**config.mk**
```make
export PLATFORM = sky130hd
export DESIGN_NAME = alir_cell
export DESIGN_NICKNAME = d
export VERILOG_FILES = /design/src/rtl/alir_pkg.sv /design/src/rtl/alir_cell.sv
export SDC_FILE = /design/constraint.sdc
export NUM_CORES = 1
export LEC_CHECK = 0
export BUFFER_PORTS_ARGS = -buffer_cell sky130_fd_sc_hd__buf_2
export CORE_MARGIN = 2
export CORE_UTILIZATION = 40
export CTS_BUF_LIST = sky130_fd_sc_hd__clkbuf_16
export CTS_CLUSTER_SIZE = 16
export DETAILED_ROUTE_END_ITERATION = 10
export PLACE_DENSITY = 0.76
export SYNTH_ARGS = -nofsm -noshare
export SYNTH_HDL_FRONTEND = slang
export SYNTH_SLANG_ARGS = --single-unit
```
**constraint.sdc**
```tcl
create_clock -name clk -period 7.5 [get_ports clk]
set_input_delay 0.375 -clock clk [delete_from_list [all_inputs] [get_ports clk]]
set_output_delay 0.375 -clock clk [all_outputs]
set_load 0.02 [all_outputs]
```
**src/rtl/alir_pkg.sv**
```systemverilog
// Shared types and constants for the array list block.
// Depends on nothing; imported by every module under rtl/.
package alir_pkg;

  // List capacity and stored word width
  localparam int DEPTH      = 512;
  localparam int DATA_WIDTH = 32;

  // Fixed port field widths
  localparam int OP_W  = 3;
  localparam int POS_W = 10;
  localparam int VAL_W = 32;
  localparam int ST_W  = 2;

  // Derived widths
  localparam int CNT_W = $clog2(DEPTH + 1);
  localparam int IDX_W = $clog2(DEPTH);
  localparam int CMP_W = (CNT_W > POS_W) ? CNT_W : POS_W;

  // Registered 8-way OR tree that reads the removed word out of the row
  localparam int TREE_FAN    = 8;
  localparam int TREE_LVL    = (IDX_W + 2) / 3;
  localparam int TREE_LEAVES = 1 << (3 * TREE_LVL);
  localparam int TREE_NODES  = (TREE_LEAVES - 1) / (TREE_FAN - 1);

  // Operation codes
  localparam logic [OP_W-1:0] OP_INS_FRONT = 3'd0;
  localparam logic [OP_W-1:0] OP_INS_BACK  = 3'd1;
  localparam logic [OP_W-1:0] OP_INS_POS   = 3'd2;
  localparam logic [OP_W-1:0] OP_REM_FRONT = 3'd3;
  localparam logic [OP_W-1:0] OP_REM_BACK  = 3'd4;
  localparam logic [OP_W-1:0] OP_REM_POS   = 3'd5;

  // Status codes
  localparam logic [ST_W-1:0] ST_OK     = 2'd0;
  localparam logic [ST_W-1:0] ST_FULL   = 2'd1;
  localparam logic [ST_W-1:0] ST_EMPTY  = 2'd2;
  localparam logic [ST_W-1:0] ST_BADPOS = 2'd3;

  typedef struct packed {
    logic [OP_W-1:0]  operation;
    logic [POS_W-1:0] position;
    logic [VAL_W-1:0] entry_value;
  } cmd_t;

  typedef struct packed {
    logic [VAL_W-1:0] removed_value;
    logic [ST_W-1:0]  status;
    logic [POS_W-1:0] entry_count;
  } result_t;

  // Broadcast to every cell of the row
  typedef struct packed {
    logic                  ins;
    logic                  rem;
    logic [IDX_W-1:0]      pos;
    logic [DATA_WIDTH-1:0] word;
  } cell_ctl_t;

endpackage

```
**src/rtl/alir_cell.sv**
```systemverilog
// One list slot: holds a word, shifts from its left or right neighbor.
// Depends on alir_pkg.
module alir_cell (
  input  logic                           clk,
  input  logic [alir_pkg::IDX_W-1:0]      idx,
  input  alir_pkg::cell_ctl_t            ctl,
  input  logic [alir_pkg::DATA_WIDTH-1:0] left,
  input  logic [alir_pkg::DATA_WIDTH-1:0] right,
  output logic [alir_pkg::DATA_WIDTH-1:0] data,
  output logic [alir_pkg::DATA_WIDTH-1:0] tap
);
  import alir_pkg::*;

  always_ff @(posedge clk) begin
    if (ctl.ins) begin
      if (idx > ctl.pos) begin
        data <= left;
      end else if (idx == ctl.pos) begin
        data <= ctl.word;
      end
    end else if (ctl.rem) begin
      if (idx >= ctl.pos) begin
        data <= right;
      end
    end
  end

  // Word at the addressed slot, zero elsewhere; feeds the OR tree
  assign tap = (idx == ctl.pos) ? data : '0;

endmodule

```
==> impl_metrics.tcl, run 1 <==
set metrics [dict create \
    vias_per_cell 4.86 \
    syn_area_per_cell_um2 10.4 \
    synth-seq-cells 32 \
    leakage_nw 1.94 \
    post_cts_gate_resize_count 0 \
    antenna_cells_inserted 0 \
    synth_ff_type "sky130_fd_sc_hd__edfxtp_1" \
    mappedNetlistArea_mm2 0.00290 \
    yosysUniqueCellTypes 25 \
    timing_worst_slew_pin_value_ns 1.09 \
    synth_cells 279 \
    setup-tns-final_ns 0 \
    vias_in_the_first_global_route 2462 \
    critical_path_source_type "primary input" \
    placement.io_buffers 180 \
    cts-root-buf "sky130_fd_sc_hd__clkbuf_16" \
    slew_violations 0 \
    drtIter0Drc 48 \
    run_status "completed" \
    cts_tree "done" \
    post-cts-setup-buffer-count 0 \
    drt_wl_total_um 7240 \
    cp_data_arrival_time_ns 2.60 \
    period_minus_slack_ns 2.71 \
    boundaryPins 181 \
    ys_async_sr_fraction_pct 0 \
    fmaxAchievable_mhz 369 \
    die_width_um 89.1 \
    finalNetCount 577 \
    crit_path_end_kind "flip-flop" \
    final_cell_area_mm2 0.00396 \
    h-tree-depth 2 \
    max_cap_violations 0 \
    detail_route.wl_per_cell_um 13.2 \
    dieHeight_um 89.1 \
    core.rowCount 31 \
    post_dp_cell_area_mm2 0.00382 \
    cts_inserted_buffers 5 \
    post-route-drc-count 0 \
    cts_buffer_depth 2 \
    reg.largest.list "data: 32 flops" \
    postRouteAntennaNets 0 \
    rsz0062_at_grt "no" \
    max_slew_margin_pct 27.5 \
    largest_reg_flops 32 \
    initial_core_util_pct 40.6 \
    largest_family_of_logic_cells_by_synthesized_area "simple AND/OR/NAND/NOR gates" \
    core_area_mm2 0.00714 \
    clock-sinks 32 \
    overflow_left_after_global_routing 0 \
    share_of_the_synthesized_area_in_compound_gates_ao_oa_aoi_oai_pct 18.7 \
    via_count_of_the_routed_design 2675 \
    holdBufCountCts 0 \
    critical_path_required_ns 7.39 \
    fin_crit_sh_pct 36.1 \
    timing.final.setup_violations 0 \
    place.gp.congestion 0.692 \
    placedCellCount 543 \
    hold_violations 0 \
    post_synth_fa_ha_maj_area_fraction_pct 3.89 \
    muxShareOfSynthArea_pct 11.1 \
    layout-area-overhead-vs-synth_pct 36.6 \
    path_class "primary input to flip-flop" \
    global_route_wire_length_before_repair_um 10900 \
    pwr_density_cell_mw_per_mm2 161 \
    worst_setup_hold_path_clk_slew_ns 0.05 \
    critical_path_peak_fanout 33 \
    detail_route.first_pass.iterations 4 \
    synth_fp_nets 405 \
    synth_warnings 0 \
    peakVddDrop_v 0.0000788 \
    layout-drive-gt1-share_pct 49.9 \
    grt_max_degree 67 \
    post_synth_edffs 32 \
    initial_antenna_violation_count 0 \
    hold_path_class "primary input to flip-flop" \
    finish.cell_count_without_fillers 550 \
    synth-simple-area-share_pct 27.0 \
    synthXorXnorAreaFrac_pct 0 \
    synth_sequential_area_ratio_pct 33.2 \
    dieArea_mm2 0.00794 \
    grt_util_all_layers_pct 17.7 \
    final_core_utilization_pct 55.4 \
    post-dp-hpwl_um 5600 \
    top_register "data" \
]
## kinds of logic after synthesis
kind of cell | count (synthesis)
compound gates | 41
flops | 32
mux | 32
buf+inv | 29
fa+ha+maj | 9
simple gates | 136
## per-layer routing
metal	share of wire (%)	vias up	GRT usage, %
met2	53	102	35.3
met3	6.1	2	3.42
met5	0	-	0
li1	-	1359	-
met4	0.65	0	4.88
met1	40	1212	18.6
## critical path, cell delays in order
cell and delay [ns]:
sky130_fd_sc_hd__buf_2 0.08, sky130_fd_sc_hd__inv_1 0.03, sky130_fd_sc_hd__ha_1 0.34, sky130_fd_sc_hd__nand4_2 0.17, sky130_fd_sc_hd__nor3_1 0.35, sky130_fd_sc_hd__a211oi_4 0.05, sky130_fd_sc_hd__buf_4 0.32, sky130_fd_sc_hd__a21oi_4 0.87
## report_power, final
part | total (W) | leakage, nW | internal (W) | switching, W
logic | 0.000205 | 1.57 | 0.0000887 | 0.000116
clock network | 0.000183 | 0.0648 | 0.000118 | 0.0000651
registers | 0.000251 | 0.298 | 0.000237 | 0.0000141
total | 0.000639 | 1.94 | 0.000444 | 0.000195
## Yosys cell counts, drive strengths merged (2+ instances only)
cell type | number | area share (%)
clkbuf | 9 | 1.2
nor3 | 2 | 0.73
a211oi | 2 | 1.1
nand4 | 2 | 0.65
o21ai | 2 | 0.35
ha | 9 | 3.9
a21oi | 3 | 0.52
inv | 10 | 1.3
buf | 10 | 3.7
nor2 | 33 | 4.3
nor2b | 32 | 6.9
mux2i | 32 | 11
and2 | 64 | 14
edfxtp | 32 | 33
a221oi | 32 | 16
## through the flow
step | total power [W] | setup slack, ns | hold WS (ns)
4_1_cts | 0.000648 | 4.74 | 0.465
3_5_place_dp | 0.000461 | 4.46 | 0.744
6_report | 0.000639 | 4.79 | 0.465
3_3_place_gp | 0.000452 | 4.60 | 0.741
5_1_grt | 0.000674 | 4.58 | 0.480
2_1_floorplan | 0.000388 | 4.02 | 0.634
## final timing paths
kind / from / cells after the start / slack, ns / endpoint
max: ctl[38] / 8 / 4.79 / data[15]
min: left[27] / 3 / 0.47 / data[27]
## placed cells by master (no fill, tap or decap)
cell type,netlist,final
sky130_fd_sc_hd__or3_1,1,1
sky130_fd_sc_hd__ha_1,9,9
sky130_fd_sc_hd__nand4_2,1,1
sky130_fd_sc_hd__inv_1,10,10
sky130_fd_sc_hd__nor2b_1,32,32
sky130_fd_sc_hd__nor2_1,33,33
sky130_fd_sc_hd__a21oi_1,3,2
sky130_fd_sc_hd__a211oi_4,1,1
sky130_fd_sc_hd__edfxtp_1,32,32
sky130_fd_sc_hd__o31a_2,0,1
sky130_fd_sc_hd__buf_2,1,180
sky130_fd_sc_hd__clkinv_1,0,2
sky130_fd_sc_hd__nor3_4,1,1
sky130_fd_sc_hd__nand2_1,1,1
sky130_fd_sc_hd__o21ai_0,2,2
sky130_fd_sc_hd__buf_4,0,4
sky130_fd_sc_hd__a211oi_2,1,1
sky130_fd_sc_hd__clkbuf_16,0,5
sky130_fd_sc_hd__a221oi_2,30,30
sky130_fd_sc_hd__mux2i_1,32,32
sky130_fd_sc_hd__a21oi_4,0,1
sky130_fd_sc_hd__a221oi_1,2,2
sky130_fd_sc_hd__and2_1,64,64
sky130_fd_sc_hd__nand4_1,1,1
sky130_fd_sc_hd__and4_1,1,1
sky130_fd_sc_hd__nor3_1,1,1
sky130_fd_sc_hd__o21bai_1,1,1
## cell type report
| class | count | area [µm²] |
|---|---|---|
| fillers | 695 | 3180 |
| multi-input cells | 218 | 1770 |
| flip-flops and latches | 32 | 961 |
| repair buffers | 184 | 931 |
| clock buffers | 5 | 125 |
| well taps | 99 | 124 |
| inverters | 10 | 37.5 |
| clock inverters | 2 | 7.51 |
(Power assumes the default switching activity.)
==> inputs of run 2 (changes only) <==
ABC_AREA = 1   (was unset)
PLACE_DENSITY = 0.78   (was 0.76)
clock period = 2.8 ns   (was 7.5 ns; I/O delays follow)
==> impl_metrics.tcl, run 2 <==
set metrics [dict create \
    run_status "completed" \
    drtIter0Drc 134 \
    hold_path_class "primary input to flip-flop" \
    place.gp.congestion 0.869 \
    synth.area.top_cells "sky130_fd_sc_hd__edfxtp_1 (36%), sky130_fd_sc_hd__inv_1 (16%), sky130_fd_sc_hd__nand2_1 (14%)" \
    boundaryPins 181 \
    post_cts_gate_resize_count 0 \
    setup-tns-final_ns 0 \
    path_class "primary input to flip-flop" \
    synth_fp_nets 513 \
    detail_route.wl_per_cell_um 12.0 \
    vias_in_the_first_global_route 2860 \
    initial_core_util_pct 41.5 \
    die_width_um 85.4 \
    synth_sequential_area_ratio_pct 36.3 \
    hold_wc_startpoint "right[18]" \
    detail_route.first_pass.iterations 4 \
    max_cap_violations 0 \
    timing.final.setup_violations 0 \
    power.switching_fraction_pct 32.7 \
    worst_setup_hold_path_clk_slew_ns 0.05 \
    synth_top_area_share_pct 36.3 \
    mappedNetlistArea_mm2 0.00265 \
    holdBufCountCts 0 \
    nFillCells 597 \
    mostFrequentLayoutCells "sky130_fd_sc_hd__buf_2 (180), sky130_fd_sc_hd__inv_1 (112), sky130_fd_sc_hd__nand2_1 (97)" \
    critical_path_required_ns 2.82 \
    synth-seq-cells 32 \
    top_register "data" \
    max_slew_margin_pct 33.9 \
    pwr_density_cell_mw_per_mm2 461 \
    layout.cells.most_common "sky130_fd_sc_hd__buf_2" \
    yosysTopAreaCell "sky130_fd_sc_hd__edfxtp_1" \
    largest_reg_flops 32 \
    vias_per_cell 4.59 \
    critical_path_peak_fanout 32 \
    cts_tree "done" \
    fmaxAchievable_mhz 555 \
    dieArea_mm2 0.00729 \
    post_synth_edffs 32 \
    fin_crit_sh_pct 64.4 \
    fin_hold_ws_ns 0.141 \
    core_area_mm2 0.00639 \
    h-tree-depth 2 \
    critical_path_source_type "primary input" \
    timing_worst_slew_pin_value_ns 0.991 \
    ys_async_sr_fraction_pct 0 \
    slew_violations 0 \
    synth_warnings 0 \
    via_count_of_the_routed_design 2930 \
    layout-drive-gt1-share_pct 39.3 \
    grt_util_all_layers_pct 20.8 \
    yosysUniqueCellTypes 19 \
    reg.largest.list "data: 32 flops" \
    cp_data_arrival_time_ns 1.82 \
    crit_path_end_kind "flip-flop" \
    synth_ff_type "sky130_fd_sc_hd__edfxtp_1" \
    global_route_wire_length_before_repair_um 12400 \
    postRouteAntennaNets 0 \
    initial_antenna_violation_count 0 \
    multiInputGateArea_mm2 0.00112 \
    layout-area-overhead-vs-synth_pct 39.5 \
    cts_buffer_depth 2 \
    post-cts-setup-buffer-count 0 \
    internal_power_consumption_w 0.00115 \
    pwr-share-seq_pct 39.2 \
    final_core_utilization_pct 57.8 \
    overflow_left_after_global_routing 0 \
    drt_wl_total_um 7670 \
    post-dp-hpwl_um 6120 \
    sequential_cell_area_um2 961 \
    rsz0062_at_grt "no" \
    syn_area_per_cell_um2 6.84 \
    final_cell_area_mm2 0.00369 \
    core.rowCount 29 \
    cts_inserted_buffers 5 \
    clock-sinks 32 \
    post-route-drc-count 0 \
    p_comb_share_pct 31.1 \
    finalNetCount 687 \
    synthMostInstantiatedCell "sky130_fd_sc_hd__inv_1" \
    grt_max_degree 34 \
    period_minus_slack_ns 1.80 \
    placement.io_buffers 180 \
    proportion_of_power_drawn_by_the_clock_network_pct 29.8 \
    netlist_top_cells_count "sky130_fd_sc_hd__inv_1 (112), sky130_fd_sc_hd__nand2_1 (97), sky130_fd_sc_hd__nand3_1 (54)" \
    power_w 0.00170 \
    net-switching-power_w 0.000557 \
    antenna_cells_inserted 0 \
    leakage_nw 2.40 \
    peakVddDrop_v 0.000357 \
    cts-root-buf "sky130_fd_sc_hd__clkbuf_16" \
    hold_violations 0 \
    dieHeight_um 85.4 \
    timing.critical_path.from "idx[8]" \
    synth_cells 387 \
    post_dp_cell_area_mm2 0.00355 \
]
[run 2: cell type report]
cell class | instances | area share (%)
repair buffers | 187 | 25.8
well taps | 77 | 2.61
flip-flops and latches | 32 | 26.0
multi-input cells | 223 | 30.4
inverters | 112 | 11.4
clock buffers | 5 | 3.39
clock inverters | 3 | 0.373
[run 2: kinds of logic after synthesis]
logic type	synth area share (%)
buf+inv	21.3
fa+ha+maj	4.25
flops	36.3
compound gates	0.615
simple gates	37.6
[run 2: power groups by stage]
stage / Combinational (W) / Sequential (W) / Clock, W
after floorplan: 0.000244 / 0.000767 / 0
after global placement: 0.000516 / 0.000675 / 0
after detailed placement: 0.000532 / 0.000677 / 0
after CTS: 0.000534 / 0.000668 / 0.000510
after global routing: 0.000589 / 0.000674 / 0.000528
final: 0.000529 / 0.000667 / 0.000507
[run 2: path summary, 6_finish.rpt]
path,to,depth (start not counted)
min,data[18],3
max,data[23],10
[run 2: routing by layer]
layer  share of wire (%)  global-route usage, %
met1                  38                   23.2
met2                  53                   39.6
met3                 7.1                   3.31
met4                 1.6                   7.22
met5                   0                      0
[run 2: metrics by stage]
| step | cells | worst slack [ns] |
|---|---|---|
| 6_report | 639 | 0.998 |
| 5_1_grt | 639 | 0.794 |
| 4_1_cts | 639 | 0.975 |
| 3_5_place_dp | 631 | 0.700 |
| 3_3_place_gp | 631 | 0.774 |
| 2_1_floorplan | 387 | 0.598 |
[run 2: critical path, cell delays in order]
cell and delay (ns):
sky130_fd_sc_hd__buf_2 0.10, sky130_fd_sc_hd__ha_1 0.31, sky130_fd_sc_hd__nand2_2 0.11, sky130_fd_sc_hd__a21oi_1 0.05, sky130_fd_sc_hd__nor2_1 0.16, sky130_fd_sc_hd__nand3_4 0.26
sky130_fd_sc_hd__nand2_4 0.42, sky130_fd_sc_hd__nand2_1 0.10, sky130_fd_sc_hd__nand3_1 0.08, sky130_fd_sc_hd__nand2_1 0.06
==> inputs of run 3 (changes only) <==
CORE_UTILIZATION = 38   (was 40)
PLACE_DENSITY = 0.77   (was 0.78)
clock period = 1.6 ns   (was 2.8 ns; I/O delays follow)
==> impl_metrics.tcl, run 3 (synthesis gave the netlist of run 2 again) <==
set metrics [dict create \
    run_status "completed" \
    fmaxAchievable_mhz 652 \
    cp_data_arrival_time_ns 1.45 \
    antenna_cells_inserted 0 \
    drtIter0Drc 119 \
    dieHeight_um 87.5 \
    vias_per_cell 4.61 \
    finalNetCount 695 \
    period_minus_slack_ns 1.53 \
    post-route-drc-count 0 \
    layout.cells.most_common "sky130_fd_sc_hd__buf_2" \
    via_count_of_the_routed_design 2990 \
    core.rowCount 30 \
    boundaryPins 181 \
    postRouteAntennaNets 0 \
    initial_core_util_pct 39.2 \
    grt_most_used_layer "met2" \
    pwr_density_cell_mw_per_mm2 765 \
    slew_violations 0 \
    detail_route.first_pass.iterations 4 \
    cts_tree "done" \
    max_cap_violations 0 \
    peakVddDrop_v 0.000517 \
    layout-drive-gt1-share_pct 43.9 \
    largest_reg_flops 32 \
    placement.io_buffers 180 \
    timing.final.setup_violations 0 \
    hold_path_class "primary input to flip-flop" \
    core_area_mm2 0.00676 \
    grt_max_degree 29 \
    initial_antenna_violation_count 0 \
    finish.cell_count_without_fillers 649 \
    die_width_um 87.5 \
    vias_in_the_first_global_route 2748 \
    placedCellCount 641 \
    mostFrequentLayoutCells "sky130_fd_sc_hd__buf_2 (175), sky130_fd_sc_hd__inv_1 (105), sky130_fd_sc_hd__nand2_1 (92)" \
    reg.largest.list "data: 32 flops" \
    rsz0062_at_grt "no" \
    cts-root-buf "sky130_fd_sc_hd__clkbuf_16" \
    grt_util_all_layers_pct 19.7 \
    path_cells "clkbuf_4 -> inv_12 -> ha_4 -> nand2_4 -> nor2_4 -> nand3_4 -> buf_6 -> buf_12 -> nor2_1 -> buf_4" \
    hold_wc_startpoint "right[1]" \
    crit_path_end_kind "output pin" \
    leakage_nw 2.51 \
    met2_usage_pct 36.6 \
    timing_worst_slew_pin_value_ns 0.387 \
    hold-path-endpoint "data[1]" \
    cts_inserted_buffers 5 \
    critical_path_peak_fanout 25 \
    global_route_wire_length_before_repair_um 11900 \
    dp_worst_setup_slack_ns -0.133 \
    dieArea_mm2 0.00765 \
    critical_path_source_type "primary input" \
    fin_crit_sh_pct 95.8 \
    h-tree-depth 2 \
    grtUsageMet1_pct 23.0 \
    hold_violations 0 \
    fin_hold_ws_ns 0.0878 \
    holdBufCountCts 0 \
    worst_setup_hold_path_clk_slew_ns 0.05 \
    critical_path.slowest_cell "sky130_fd_sc_hd__ha_4" \
    max_slew_margin_pct 74.2 \
    final_core_utilization_pct 59.7 \
    overflow_left_after_global_routing 0 \
    cts_buffer_depth 2 \
    hold_path_depth 3 \
    cpPeakStageDelay_ns 0.27 \
    place.gp.congestion 0.797 \
    setup_ws_ns 0.0666 \
    clock-sinks 32 \
    drt_wl_total_um 7630 \
    critical_path_required_ns 1.52 \
    met3_usage_pct 3.60 \
    layout-area-overhead-vs-synth_pct 52.4 \
    top_register "data" \
    detail_route.wl_per_cell_um 11.8 \
    post-dp-hpwl_um 6280 \
    path_class "primary input to output pin" \
]
==> run 3: changes by cell type in the layout (fill, tap and decap cells not counted), moves of 2 or more <==
cell,before,now
sky130_fd_sc_hd__buf_12,0,8
sky130_fd_sc_hd__inv_1,112,105
sky130_fd_sc_hd__ha_4,0,6
sky130_fd_sc_hd__buf_2,180,175
sky130_fd_sc_hd__ha_1,9,3
sky130_fd_sc_hd__inv_4,0,2
sky130_fd_sc_hd__nand2_4,1,3
sky130_fd_sc_hd__buf_4,7,10
sky130_fd_sc_hd__nand2_1,97,92
sky130_fd_sc_hd__inv_2,0,3
sky130_fd_sc_hd__nand2_2,11,14
==> run 3: layer usage <==
metal	share of wire, %	vias to the layer above
li1	-	1509
met2	53	132
met3	6.9	8
met4	1.2	0
met5	0	-
met1	39	1341
==> run 3: worst max-delay path by stage <==
stage          cells after the start  slack, ns    start        to
5_1_grt                           10      0.007  ctl[36]    tap[7]
2_1_floorplan                     11      -0.25  ctl[36]   data[0]
6_report                          10       0.07  ctl[36]    tap[1]
3_3_place_gp                      12      -0.10  ctl[36]  data[26]
3_5_place_dp                      10      -0.13  ctl[36]  data[29]
4_1_cts                           10       0.01  ctl[36]    tap[1]
==> run 3: worst max-delay path: cells and delay by family <==
kind                       cells  cell delay (ns)
and+or+nand+nor                4             0.44
buffers and inverters          5             0.66
adders and majority gates      1             0.27
==> run 3: stage by stage <==
stage	instance area, µm²	TNS, ns	total power [W]
5_1_grt	4030	0	0.00328
2_1_floorplan	2820	-8.15	0.00182
4_1_cts	4010	0	0.00312
6_report	4030	0	0.00308
3_3_place_gp	3880	-4.52	0.00224
3_5_place_dp	3880	-6.71	0.00227
==> run 3: timing repair <==
action	4_1_cts	5_1_grt
endpoints found under the setup margin	4	18
pin swaps	1	2
resized for setup	1	5
buffers inserted	0	1
cloned	0	0
==> run 3: power breakdown <==
group | switching [W] | internal [W] | leakage, nW
registers | 0.0000716 | 0.00110 | 0.301
clock network | 0.000288 | 0.000556 | 0.0709
logic | 0.000628 | 0.000443 | 2.13
==> run 3: final cells by class <==
type	count	area, µm²
multi-input combinational	223	1260
tap	80	100
timing repair buffer	195	1130
sequential	32	961
clock buffer	5	125
inverter	112	447
clock inverter	2	8.76
fill	615	2720
